### src/rtl/core/mse_pkg.sv
// Shared types and constants of the MIPS subset executor.
// Used by every other file of the block but mse_ram; depends on nothing.

package mse_pkg;

    localparam int XLEN      = 32;
    localparam int NUM_REGS  = 32;
    localparam int REG_AW    = $clog2(NUM_REGS);
    localparam int MEM_WORDS = 1024;
    localparam int MEM_AW    = $clog2(MEM_WORDS);

    localparam logic [REG_AW-1:0] LINK_REG = REG_AW'(31);
    localparam logic [REG_AW-1:0] ZERO_REG = '0;

    typedef enum logic [3:0] {
        KIND_ADD     = 4'd0,
        KIND_SUB     = 4'd1,
        KIND_AND     = 4'd2,
        KIND_ADDI    = 4'd3,
        KIND_LW      = 4'd4,
        KIND_BEQ     = 4'd5,
        KIND_J       = 4'd6,
        KIND_JAL     = 4'd7,
        KIND_JR      = 4'd8,
        KIND_PRELOAD = 4'd9
    } t_kind;

    typedef struct packed {
        logic [3:0]          kind;
        logic [4:0]          dest_reg;
        logic [4:0]          src_a_reg;
        logic [4:0]          src_b_reg;
        logic signed [31:0]  immediate;
        logic signed [31:0]  jump_target;
        logic [9:0]          preload_index;
        logic signed [31:0]  preload_value;
    } t_in_item;

    typedef struct packed {
        logic                reg_written;
        logic [4:0]          written_reg;
        logic signed [31:0]  written_value;
        logic signed [31:0]  new_pc;
        logic                branch_taken;
        logic                error;
    } t_out_item;

    // One register file write.
    typedef struct packed {
        logic              en;
        logic [REG_AW-1:0] addr;
        logic [XLEN-1:0]   data;
    } t_rf_wr;

    // Data memory access requested by the execute logic.
    typedef struct packed {
        logic              re;
        logic [MEM_AW-1:0] raddr;
        logic              we;
        logic [MEM_AW-1:0] waddr;
        logic [XLEN-1:0]   wdata;
    } t_mem_req;

    // Execute result carried into the memory stage.
    typedef struct packed {
        logic              rf_wr;
        logic              lw;
        logic [REG_AW-1:0] rd;
        logic [XLEN-1:0]   val;
        logic [XLEN-1:0]   new_pc;
        logic              taken;
        logic              err;
    } t_ex_res;

endpackage

### src/rtl/core/mse_exec.sv
// Execute logic: ALU, branch and jump resolution, load address check.
// Depends on mse_pkg.

module mse_exec (
    input  mse_pkg::t_in_item           i_item,
    input  logic [mse_pkg::XLEN-1:0]    i_op_a,
    input  logic [mse_pkg::XLEN-1:0]    i_op_b,
    input  logic [mse_pkg::XLEN-1:0]    i_pc,
    output mse_pkg::t_ex_res            o_res,
    output mse_pkg::t_mem_req           o_mem
);

    logic [mse_pkg::XLEN-1:0] imm;
    logic [mse_pkg::XLEN-1:0] ld_addr;
    logic                     ld_ok;
    logic                     rd_nz;

    assign imm     = mse_pkg::XLEN'(i_item.immediate);
    assign ld_addr = i_op_a + imm;
    assign rd_nz   = (i_item.dest_reg != mse_pkg::ZERO_REG);
    // Non-negative, word aligned and inside the memory.
    assign ld_ok   = !ld_addr[31] && (ld_addr[1:0] == 2'b00)
                     && ({2'b00, ld_addr[31:2]} < 32'(mse_pkg::MEM_WORDS));

    always_comb begin
        o_res        = '0;
        o_res.new_pc = i_pc;
        o_mem        = '0;
        o_mem.raddr  = mse_pkg::MEM_AW'(ld_addr[31:2]);
        o_mem.waddr  = mse_pkg::MEM_AW'(i_item.preload_index);
        o_mem.wdata  = mse_pkg::XLEN'(i_item.preload_value);

        case (i_item.kind)
            mse_pkg::KIND_ADD, mse_pkg::KIND_SUB, mse_pkg::KIND_AND,
            mse_pkg::KIND_ADDI: begin
                if (rd_nz) begin
                    o_res.rf_wr = 1'b1;
                    o_res.rd    = i_item.dest_reg;
                    case (i_item.kind)
                        mse_pkg::KIND_ADD: o_res.val = i_op_a + i_op_b;
                        mse_pkg::KIND_SUB: o_res.val = i_op_a - i_op_b;
                        mse_pkg::KIND_AND: o_res.val = i_op_a & i_op_b;
                        default:           o_res.val = i_op_a + imm;
                    endcase
                end
            end
            mse_pkg::KIND_LW: begin
                o_res.lw  = 1'b1;
                o_res.err = !ld_ok;
                o_mem.re  = ld_ok;
                if (ld_ok && rd_nz) begin
                    o_res.rf_wr = 1'b1;
                    o_res.rd    = i_item.dest_reg;
                end
            end
            mse_pkg::KIND_BEQ: begin
                if (i_op_a == i_op_b) begin
                    o_res.new_pc = i_pc + imm;
                    o_res.taken  = 1'b1;
                end
            end
            mse_pkg::KIND_J: begin
                o_res.new_pc = mse_pkg::XLEN'(i_item.jump_target);
                o_res.taken  = 1'b1;
            end
            mse_pkg::KIND_JAL: begin
                o_res.rf_wr  = 1'b1;
                o_res.rd     = mse_pkg::LINK_REG;
                o_res.val    = i_pc + mse_pkg::XLEN'(1);
                o_res.new_pc = mse_pkg::XLEN'(i_item.jump_target);
                o_res.taken  = 1'b1;
            end
            mse_pkg::KIND_JR: begin
                o_res.new_pc = i_op_a;
                o_res.taken  = 1'b1;
            end
            mse_pkg::KIND_PRELOAD: begin
                o_mem.we = (32'(i_item.preload_index) < 32'(mse_pkg::MEM_WORDS));
            end
            default: begin
            end
        endcase
    end

endmodule

### config.mk
export PLATFORM = sky130hd
export DESIGN_NAME = mse_exec
export DESIGN_NICKNAME = d
export VERILOG_FILES = /design/src/rtl/core/mse_pkg.sv /design/src/rtl/core/mse_exec.sv
export SDC_FILE = /design/constraint.sdc
export NUM_CORES = 1
export LEC_CHECK = 0
export ABC_AREA = 1
export BUFFER_PORTS_ARGS = -buffer_cell sky130_fd_sc_hd__buf_2
export CAP_MARGIN = 20
export CORE_UTILIZATION = 35
export DETAILED_ROUTE_END_ITERATION = 6
export SLEW_MARGIN = 10
export SYNTH_ARGS = -nofsm -noshare
export SYNTH_HDL_FRONTEND = slang
export SYNTH_SLANG_ARGS = --single-unit
### constraint.sdc
create_clock -name vclk -period 4.2
set_input_delay 0 -clock vclk [all_inputs]
set_output_delay 0 -clock vclk [all_outputs]
set_load 0.02 [all_outputs]
==> metrics.md <==
| Metric | Value |
|---|---|
| Status | completed |
| Row cnt | 66 |
| Power per cell area | 141.9 mW/mm² |
| Core area | 0.03287 mm² |
| Top cells by area, synth | nand2_1 (22%), ha_1 (13%), inv_1 (11%) |
| Max-slew headroom | 0.3752 |
| Post-synthesis adder-cell area fraction | 0.1404 |
| Largest net degree at the start of global routing | 34 |
| Port bufs | 254 |
| Post-synthesis compound-gate area fraction | 0.2050 |
| GRT Util Overall | 0.3445 |
| Most numerous cell in the Yosys netlist | nand2_1 |
| Layout cells sized above 1 | 0.1350 |
| Worst-Margin Slew | 0.9286 ns |
| Routed WL | 60740 µm |
| Setup TNS Final | 0 ns |
| Routed WL per cell | 20.73 µm |
| Gr ovfl total | 0 |
| Final setup viols | 0 |
| Initial detailed-routing violation count | 1339 |
| Antenna Nets Post-Route | 0 |
| Number of diodes | 0 |
| Post-CTS Setup Inserts | 0 |
| Critical Path End Type | output pin |
| Max-cap violations | 0 |
| Leakage | 7.246 nW |
| Number of I/O pins | 348 |
| Final Cycle Share | 0.6816 |
| Routability Congestion | 1.011 |
| WP data required | 4.20 ns |
| Starting Density | 0.3591 |
| Simple-gate share of the synthesized area | 0.4653 |
| Synth-to-Final Area Change | 12.11% |
| Max incr delay on CP | 0.39 ns |
| Design Area, Final | 0.01323 mm² |
| Top cells by instance count after synthesis | nand2_1 (685), inv_1 (361), nor2_1 (210) |
| Top delay family on crit path | simple AND/OR/NAND/NOR gates |
| Via density | 5.475 |
| Critical Path Most Common Cell | nor2_1 |
| DR pass1 iterations | 5 |
| Peak supply drop | 0.00006765 V |
| Register area | 0 µm² |
| Slew Limit Fails | 0 |
| DPL Wire Length | 52880 µm |
| Mapped Area | 0.01180 mm² |
| DR vias | 16042 |
| Cell Chain, Critical Path | buf_2 > buf_4 > ha_1 > nand2_1 > nor2_1 > inv_1 > nor2_2 > nand3_1 > nand4_1 > nand2_1 > nor2_1 > nand3_1 > nor2_1 > nand3_2 > a21oi_1 > buf_2 |
| CP Launch Type | primary input |
| Vias in the first global route | 15270 |
| Critical Path Slowest Stage Cell | ha_1 |
| Fin nets | 2841 |
| Fin. Hold Viols | 0 |
| Cts repair resizes | 0 |
| DRC Markers | 0 |
| Crit path kind | in -> out |
| DIE WIDTH | 185.6 µm |
| CLK BUF | 0 |
| Antenna violations before repair | 0 |
| Die H | 185.6 µm |
| Arr. time, crit path | 2.86 ns |
| Die area | 0.03446 mm² |
| Top cell type's share of synthesized area | 0.2179 |
| Placed Area | 0.01323 mm² |
| Crit path buffers/inverters | 4 |
| First-pass GRT wire length | 88770 µm |
| Peak Freq | 0.3493 GHz |
| RSZ-0062 raised after global routing | no |
| Synth cell types | 55 |
| Largest area contributor in the netlist | nand2_1 |
| Main combinational cell family by area after synthesis | simple AND/OR/NAND/NOR gates |
| Period minus WS final | 2.863 ns |
| Mux share of post-synthesis cell area | 0 |
| Syn avg cell area | 5.107 µm² |
| Critical Path Fanout Max | 5 |
| Seq cells | 0 |
| Gate Count Post-Synth | 2311 |
| Hold crit path type | in -> out |
| Overall Power | 1.877 mW |
| Synth Area in XOR/XNOR | 0.02375 |
| Post-Syn Nets | 2662 |
| Post-CTS Hold Fix Bufs | 0 |
| Synth Warn # | 0 |
| Post-synthesis sequential area ratio | 0 |
==> per-stage QoR <==
stage | setup WS [ns] | hold WS (ns) | util | instances
floorplan | 2.097 | 0.08867 | - | 2311
global placement | 1.456 | 0.0001367 | 0.4026 | 2930
detailed placement | 1.426 | 0.0001367 | 0.4026 | 2930
CTS | 1.413 | 0.0001367 | 0.4026 | 2930
global route | 1.150 | 0.00002966 | 0.4026 | 2930
finish | 1.337 | 0.000008825 | 0.4026 | 2930
==> placed cells by master, fill, tap and decap left out, drive strengths merged, types with 3 or more instances in the layout <==
| cell type | instances |
|---|---|
| nand2 | 695 |
| inv | 370 |
| buf | 273 |
| nor2 | 226 |
| o21ai | 178 |
| nand3 | 176 |
| a21oi | 150 |
| ha | 126 |
| nand4 | 54 |
| nor3 | 36 |
| nand3b | 27 |
| xor2 | 21 |
| nor4 | 20 |
| a21o | 18 |
| a21boi | 14 |
| o21bai | 13 |
| or2 | 13 |
| a31oi | 11 |
| xnor2 | 11 |
| o211ai | 10 |
| a22o | 10 |
| a221oi | 5 |
| o31ai | 4 |
| o2111ai | 4 |
| o221ai | 4 |
| o22ai | 4 |
| fa | 4 |
| and2 | 3 |
==> cell type report <==
cell class | instances | area, µm²
inverters | 370 | 1389
multi-input cells | 1845 | 9876
fillers | 3883 | 19640
repair buffers | 273 | 1414
well taps | 442 | 553.0
==> cell families after synthesis <==
| logic type | after synthesis |
|---|---|
| AO/OA/AOI/OAI | 430 |
| XOR/XNOR | 32 |
| adder cells (fa/ha/maj) | 130 |
| buffers and inverters | 466 |
| AND/OR/NAND/NOR | 1253 |
==> worst paths after layout <==
| kind | cells after the start | end | start |
|---|---|---|---|
| max | 16 | o_res[66] | i_op_a[14] |
| min | 0 | o_mem[19] | i_item[19] |
==> power by group <==
| group | total, mW | switching, mW | internal (mW) |
|---|---|---|---|
| combinational | 1.88 | 1.31 | 0.570 |
| sequential | 0 | 0 | 0 |
| clock | 0 | 0 | 0 |
| total | 1.88 | 1.31 | 0.570 |
==> routing by layer <==
layer,track usage,vias up,part of all wire
met5,0,-,0
met4,0.1272,0,0.040
met3,0.03541,114,0.075
met2,0.5969,666,0.47
met1,0.4377,7375,0.42
li1,-,7887,-
Note: power is estimated with default switching activity, not from simulation.
