<file path="src/rtl/core/mse_ram.sv">
// Generic simple dual-port RAM: one write port, one read port, registered read.
// Stand-alone; no package needed.

module mse_ram #(
    parameter int WIDTH = 32,
    parameter int DEPTH = 32
) (
    input  logic                     i_clk,
    input  logic                     i_we,
    input  logic [$clog2(DEPTH)-1:0] i_waddr,
    input  logic [WIDTH-1:0]         i_wdata,
    input  logic                     i_re,
    input  logic [$clog2(DEPTH)-1:0] i_raddr,
    output logic [WIDTH-1:0]         o_rdata
);

    logic [WIDTH-1:0] r_mem [DEPTH];
    logic [WIDTH-1:0] r_rdata;

    always_ff @(posedge i_clk) begin
        if (i_we) begin
            r_mem[i_waddr] <= i_wdata;
        end
        if (i_re) begin
            r_rdata <= r_mem[i_raddr];
        end
    end

    assign o_rdata = r_rdata;

endmodule

</file>
<file path="config.mk">
export PLATFORM = sky130hd
export DESIGN_NAME = mse_ram
export DESIGN_NICKNAME = d
export VERILOG_FILES = /design/src/rtl/core/mse_ram.sv
export SDC_FILE = /design/constraint.sdc
export NUM_CORES = 1
export LEC_CHECK = 0
export BUFFER_PORTS_ARGS = -buffer_cell sky130_fd_sc_hd__buf_2
export CORE_MARGIN = 5
export CORE_UTILIZATION = 39
export CTS_CLUSTER_SIZE = 24
export DETAILED_ROUTE_END_ITERATION = 8
export PLACE_DENSITY_LB_ADDON = 0.2
export SYNTH_ARGS = -nofsm -noshare
export SYNTH_HDL_FRONTEND = slang
export SYNTH_SLANG_ARGS = --single-unit
</file>
<file path="constraint.sdc">
create_clock -name i_clk -period 3.1 [get_ports i_clk]
set_clock_uncertainty 0.05 [all_clocks]
set_input_delay 0.775 -clock i_clk [delete_from_list [all_inputs] [get_ports i_clk]]
set_output_delay 0.775 -clock i_clk [all_outputs]
set_load 0.01 [all_outputs]
</file>
==> results.sh, run 1 <==
export IMPL_slew_viol_final=0
export IMPL_place_congestion=0.761
export IMPL_ant_nets=0
export IMPL_numCtsBuffers=104
export IMPL_wl_per_cell_microns=28.2
export IMPL_clockRootBuffer="clkbuf_16"
export IMPL_yosys_warnings=0
export IMPL_post_cts_buffers=0
export IMPL_ys_ff_latch=1056
export IMPL_wl_met2_microns=52900
export IMPL_wl_met3_microns=6060
export IMPL_grt_pass1_vias=21584
export IMPL_p_per_area_nw_per_um2=637
export IMPL_p_sw_mw=6.43
export IMPL_area_growth_pct=16.0
export IMPL_cp_arrival_ns=2.62
export IMPL_clk_pin_slew_ns=0.06
export IMPL_route_detailed_drc=0
export IMPL_pre_cts_ws_ns=0.145
export IMPL_hp_class="primary input to flop"
export IMPL_drv_cap=0
export IMPL_fin_nets=2489
export IMPL_endpoint_kind="flop"
export IMPL_status="complete, no violations"
export IMPL_htreeDepth=3
export IMPL_cts_tree="done"
export IMPL_tns_ns=0
export IMPL_crit_type="primary input to flop"
export IMPL_synth_top_cell_by_area="edfxtp_1"
export IMPL_grt_pass1_wl_microns=157000
export IMPL_dr_pass1_iters=5
export IMPL_hold_violations=0
export IMPL_worst_slack_ns=0.798
export IMPL_top_layer="met5"
export IMPL_seqPwrFrac=0.531
export IMPL_hold_buffers=0
export IMPL_cpPeakStageDelay_ns=0.40
export IMPL_synth_top_area_share=0.777
export IMPL_pwr_share_comb=0.052
export IMPL_coreArea_sq_um=104000
export IMPL_fin_crit_ns=2.30
export IMPL_grt_max_degree=56
export IMPL_internal_power_mw=23.7
export IMPL_crit_path_cell_trace="buf_8 > buf_12 > buf_4 > mux2i_1 > a22o_1 > nor3_1 > a31oi_1 > nand3_1"
export IMPL_drt_iter0_markers=2249
export IMPL_clkLatencyLatePin_ns=0.69
export IMPL_whs_path_depth=1
export IMPL_cts_sinks=1056
export IMPL_fillCellCount=8754
export IMPL_p_sw_frac=0.213
export IMPL_timing_final_crit_share=0.742
export IMPL_dieHeight_microns=333
export IMPL_syn_num_nets=2305
export IMPL_synth_area_top_cells="edfxtp_1, mux2i_1, a22oi_1"
export IMPL_drt_wl_total_microns=111000
export IMPL_cp_max_fo=21
export IMPL_routed_via_density=5.52
export IMPL_std_cell_rows=118
export IMPL_grtUsageTotal=0.194
export IMPL_setup_viol=0
export IMPL_avgSynthCellArea_sq_um=18.1
export IMPL_start_util=0.393
export IMPL_crit_required_ns=3.42
export IMPL_synth_seq_area_share=0.777
export IMPL_pwr_share_clk=0.417
export IMPL_crit_buf_inv=3
export IMPL_synth_distinct_cells=24
export IMPL_cp_depth=8
export IMPL_regArea_sq_um=31700
export IMPL_syn_area_sq_um=40800
export IMPL_worstSetupStartpointType="primary input"
export IMPL_leakage_nw=16.4
export IMPL_tightest_slew_ns=0.784
export IMPL_ctsResizeCount=0
export IMPL_reg2reg_depth=7
export IMPL_clock_fmax_ghz=0.434
export IMPL_irDropWorstVdd_mv=0.458
export IMPL_antenna_found_initial=16
export IMPL_multi_input_area_sq_um=8610
export IMPL_cpLargestDelayFamily="buffers and inverters"
export IMPL_io_buffers=76
export IMPL_synthCells=2260
export IMPL_dp_hpwl_microns=61300
export IMPL_drive_gt1_frac=0.155
export IMPL_final_util=0.456
export IMPL_pin_count=77
export IMPL_grt_setup_unrepaired="no"
export IMPL_clk_path_buf_depth=3
export IMPL_vias=21617
export IMPL_globalRouteOverflowTotal=0
export IMPL_dieArea_sq_um=111000
export IMPL_die_width_microns=333
export IMPL_wl_met1_microns=48800
export IMPL_relSlewSlack=0.477
export IMPL_crit_slowest_cell="mux2i_1"
-- cell usage after synthesis --
library cell and count:
and2b_1 1, buf_6 15, nor2_1 34, nor2b_1 1, or3_1 1, buf_4 33, or2_2 1, a31oi_1 32
nand3b_1 5, nand2b_1 2, clkbuf_4 2, or3b_2 3, a22oi_1 96, nand2_1 98, nand3_1 98, buf_2 26
clkbuf_1 46, buf_1 5, edfxtp_1 1056, a21oi_1 96, and2_1 1, nor3_1 32, mux2i_1 512, a22o_1 64
-- layout make-up --
cell class | count | share of cell area
Antenna cell | 3 | 0.000159
Multi-Input combinational cell | 1077 | 0.182
Clock buffer | 124 | 0.0566
Clock inverter | 68 | 0.0155
Tap cell | 1380 | 0.0365
Timing Repair Buffer | 205 | 0.0398
Sequential cell | 1056 | 0.670
-- logic make-up after synthesis --
group                  after synthesis  share of synthesized area
multiplexers                       512                      0.126
buffers and inverters              127                     0.0185
flip-flops                        1056                      0.777
AND/OR/NAND/NOR                    277                     0.0308
AO/OA/AOI/OAI                      288                     0.0481
-- flip-flops by register name, indices dropped and copies added, names as in the netlist --
register and cells:
o_rdata 32, r_mem 1024
-- worst paths after layout --
path / startpoint / to / slack (ns)
worst max register to register: r_mem[7][15] / o_rdata[15] / 1.40
worst max-delay path: i_raddr[0] / o_rdata[13] / 0.80
worst min register to register: r_mem[27][25] / o_rdata[25] / 0.63
worst min-delay path: i_wdata[1] / r_mem[31][1] / 0.54
-- per-layer routing --
metal	vias up	GRT usage
li1	9389	-
met2	681	0.313
met4	10	0.0560
met3	170	0.0300
met1	11367	0.275
met5	-	0
-- worst reg2reg max path: cells and delay by family (launching register included) --
kind | cells | cell delay [ns]
buffers and inverters | 2 | 0.33
muxes | 1 | 0.16
AOI/OAI and AO/OA | 2 | 0.39
and+or+nand+nor | 2 | 0.15
DFF | 1 | 0.37
-- through the flow --
stage	cells	area, sq um	power [mW]	hold WS [ns]
finish	3913	47300	30.2	0.539
global route	3912	47300	31.1	0.532
CTS	3910	47300	30.4	0.497
detailed placement	3718	43900	17.9	0.618
global placement	3718	43900	17.9	0.604
floorplan	2260	40800	17.1	0.579
-- power groups by stage --
stage	sequential (mW)	clock, mW	combinational, mW
after floorplan	16.3	0	0.822
after global placement	16.3	0	1.54
after detailed placement	16.3	0	1.57
after CTS	16.0	12.8	1.58
after global routing	16.0	13.5	1.67
final	16.0	12.6	1.56
-- layout by cell type, fill, tap and decap left out --
cell,netlist,layout
edfxtp_1,1056,1056
mux2i_1,512,512
clkbuf_16,0,104
nand3_1,98,98
nand2_1,98,97
a22oi_1,96,96
a21oi_1,96,96
buf_4,33,87
buf_2,26,75
a22o_1,64,64
buf_12,0,42
nor2_4,0,33
nor3_1,32,32
a31oi_1,32,32
clkinv_1,0,28
clkbuf_1,46,20
clkinv_2,0,18
bufinv_16,0,13
nand3b_1,5,5
diode_2,0,3
or3b_2,3,3
inv_16,0,3
nand2b_2,0,2
clkinv_8,0,2
clkinvlp_4,0,2
nor2_1,34,1
or3_1,1,1
and2b_4,0,1
nor2b_4,0,1
and2_4,0,1
or2_2,1,1
nand2_2,0,1
inv_6,0,1
clkinv_16,0,1
buf_8,0,1
(Power assumes the default switching activity.)
==> run 2, diff against run 1 <==
--- a/config.mk
+++ b/config.mk
@@ -5,6 +5,7 @@
 export SDC_FILE = /design/constraint.sdc
 export NUM_CORES = 1
 export LEC_CHECK = 0
+export ABC_AREA = 1
 export BUFFER_PORTS_ARGS = -buffer_cell sky130_fd_sc_hd__buf_2
 export CORE_MARGIN = 5
 export CORE_UTILIZATION = 39
==> constraint.sdc (replaced) <==
create_clock -name i_clk -period 2.03 [get_ports i_clk]
set_clock_uncertainty 0.05 [all_clocks]
set_input_delay 0.5075 -clock i_clk [delete_from_list [all_inputs] [get_ports i_clk]]
set_output_delay 0.5075 -clock i_clk [all_outputs]
set_load 0.01 [all_outputs]
==> run 2 against run 1 <==
Design area rose by 5.6%. Sequential power up 53%. Critical endpoint is now o_rdata[16]. Count of clock-buffer cells in the layout grew 9. Core utilization rose by 0.30 points. First-iteration DRC count rose by 18%. Largest power group unchanged. Non-clock buffer count up 87. Sequential share of layout area down 3.5 points. Power increased by 53%.
==> results.sh, run 2 <==
export IMPL_cts_tree="done"
export IMPL_crit_buf_inv=1
export IMPL_cts_sinks=1056
export IMPL_coreArea_sq_um=109000
export IMPL_tightest_slew_ns=0.637
export IMPL_route_detailed_drc=0
export IMPL_cp_max_fo=1
export IMPL_pwr_share_comb=0.067
export IMPL_wl_met1_microns=54500
export IMPL_min_from="i_re"
export IMPL_regArea_sq_um=31700
export IMPL_endpoint_kind="output pin"
export IMPL_pin_count=77
export IMPL_p_sw_frac=0.226
export IMPL_synth_distinct_cells=13
export IMPL_leakage_nw=18.3
export IMPL_synth_seq_area_share=0.742
export IMPL_clk_pin_slew_ns=0.06
export IMPL_design_area_sq_um=50000
export IMPL_syn_area_sq_um=42700
export IMPL_dieHeight_microns=341
export IMPL_cp_arrival_ns=1.46
export IMPL_synth_top_family_by_area="simple AND/OR/NAND/NOR gates"
export IMPL_cp_depth=1
export IMPL_timing_final_crit_share=0.993
export IMPL_crit_path_start="o_rdata[16]"
export IMPL_hp_class="primary input to flop"
export IMPL_worstHoldEndpoint="o_rdata[26]"
export IMPL_status="complete, no violations"
export IMPL_setup_viol=0
export IMPL_fin_nets=3769
export IMPL_crit_type="flop to output pin"
export IMPL_fillCellCount=9772
export IMPL_grt_setup_unrepaired="yes"
export IMPL_worst_slack_ns=0.0140
export IMPL_grtUsageTotal=0.212
export IMPL_synth_top_cell_by_area="edfxtp_1"
export IMPL_drive_gt1_frac=0.126
export IMPL_pwr_share_clk=0.404
export IMPL_regMostFlops="r_mem"
export IMPL_final_common_cell="nand2_1"
export IMPL_placed_cells=5024
export IMPL_seqPwrFrac=0.529
export IMPL_drv_cap=0
export IMPL_p_sw_mw=10.5
export IMPL_die_width_microns=341
export IMPL_top_layer="met5"
export IMPL_vias=27448
export IMPL_grt_max_degree=51
export IMPL_pre_cts_ws_ns=0.00258
export IMPL_clkLatencyLatePin_ns=0.69
export IMPL_drt_wl_total_microns=125000
export IMPL_drt_iter0_markers=2647
export IMPL_std_cell_rows=121
export IMPL_start_util=0.393
export IMPL_r2r_end="o_rdata[27]"
export IMPL_dr_pass1_iters=5
export IMPL_place_congestion=0.775
export IMPL_dieArea_sq_um=116000
export IMPL_cpLargestDelayFamily="flip-flops"
export IMPL_total_power_mw=46.2
export IMPL_wl_met3_microns=7140
export IMPL_io_buffers=76
export IMPL_post_cts_buffers=0
export IMPL_wl_per_cell_microns=23.9
export IMPL_globalRouteOverflowTotal=0
export IMPL_numCtsBuffers=112
export IMPL_htreeDepth=3
export IMPL_largest_reg_flops=1024
export IMPL_fin_cells=5230
export IMPL_multi_input_area_sq_um=9670
export IMPL_grt_pass1_vias=26251
export IMPL_rrSetupSlack_ns=0.68
export IMPL_internal_power_mw=35.8
export IMPL_crit_slowest_cell="edfxtp_1"
export IMPL_worstSetupStartpointType="flop"
export IMPL_p_per_area_nw_per_um2=925
export IMPL_cpPeakStageDelay_ns=0.55
export IMPL_hold_violations=0
export IMPL_slew_viol_final=0
export IMPL_ant_nets=0
export IMPL_clock_fmax_ghz=0.496
export IMPL_reg2reg_depth=8
export IMPL_syn_num_nets=3581
export IMPL_layout_common_cells="nand2_1, edfxtp_1, nand3_1"
export IMPL_area_growth_pct=17.0
export IMPL_dpl_instance_area_sq_um=46700
export IMPL_whs_path_depth=1
export IMPL_yosys_area_share_simple=0.221
export IMPL_synth_xor_area_share=0
export IMPL_reg2reg_from="r_mem[3][27]"
export IMPL_crit_required_ns=1.47
export IMPL_synth_area_top_cells="edfxtp_1, nand2_1, nand3_1"
export IMPL_relSlewSlack=0.576
export IMPL_synth_compound_area_frac=0
export IMPL_crit_path_cell_trace="buf_2"
export IMPL_ys_ff_latch=1056
export IMPL_synth_top_area_share=0.742
export IMPL_antenna_found_initial=7
export IMPL_clk_path_buf_depth=3
export IMPL_netlist_top_cells_count="nand2_1, edfxtp_1, nand3_1"
export IMPL_synth_adder_area_share=0
export IMPL_yosys_warnings=0
export IMPL_synthCells=3536
export IMPL_clockRootBuffer="clkbuf_16"
export IMPL_irDropWorstVdd_mv=0.677
export IMPL_routed_via_density=5.25
export IMPL_synth_most_common_cell="nand2_1"
export IMPL_wl_met2_microns=59900
export IMPL_fin_crit_ns=2.02
export IMPL_ys_flop_type="edfxtp_1"
export IMPL_synthArstFlopShare=0
export IMPL_synthMuxAreaShare=0
export IMPL_synth_edf_count=1056
export IMPL_avgSynthCellArea_sq_um=12.1
export IMPL_dp_hpwl_microns=69400
export IMPL_grt_pass1_wl_microns=182000
run 2: how the worst max path moves through the flow:
stage,to,slack (ns)
global route,o_rdata[16],-0.03
detailed placement,o_rdata[21],0.003
floorplan,r_mem[0][0],-0.23
CTS,o_rdata[15],-0.02
finish,o_rdata[16],0.01
global placement,o_rdata[5],0.02
run 2: per-layer routing:
metal  GRT usage  up-vias
li1            -    12778
met5           0        -
met3      0.0319      182
met4      0.0547        4
met2       0.349      849
met1       0.298    13635
run 2: cell families after synthesis:
logic type | count (synthesis)
flip-flops | 1056
buffers and inverters | 228
AND/OR/NAND/NOR | 2252
run 2: area by class of cell:
type                    instances  area share
clock buffers                 133      0.0585
well taps                    1414      0.0354
repair buffers                292      0.0692
clock inverters                71     0.00768
diodes                          2    0.000100
flip-flops and latches       1056       0.634
multi-input cells            2252       0.193
inverters                      10     0.00138
run 2: power groups by stage:
stage	Sequential [mW]	Combinational [mW]	Clock, mW
after floorplan	24.9	1.68	0
after global placement	24.9	3.12	0
after detailed placement	24.9	3.13	0
after CTS	24.5	3.14	19.0
after global routing	24.5	3.43	20.0
final	24.5	3.11	18.7
run 2: repair_timing:
action                                  4_1_cts  5_1_grt
endpoints found under the setup margin        3        3
cloned                                        0        0
gates resized for setup                       0        0
pin swaps                                     0        0
hold buffers                                  0        0
run 2: per-stage QoR:
stage               hold slack (ns)  TNS [ns]  utilization
floorplan                     0.556   -215.65            -
global placement              0.753         0        0.429
detailed placement            0.751         0        0.429
CTS                           0.207   -0.0309        0.459
global route                  0.206   -0.0565        0.459
finish                        0.239         0        0.459
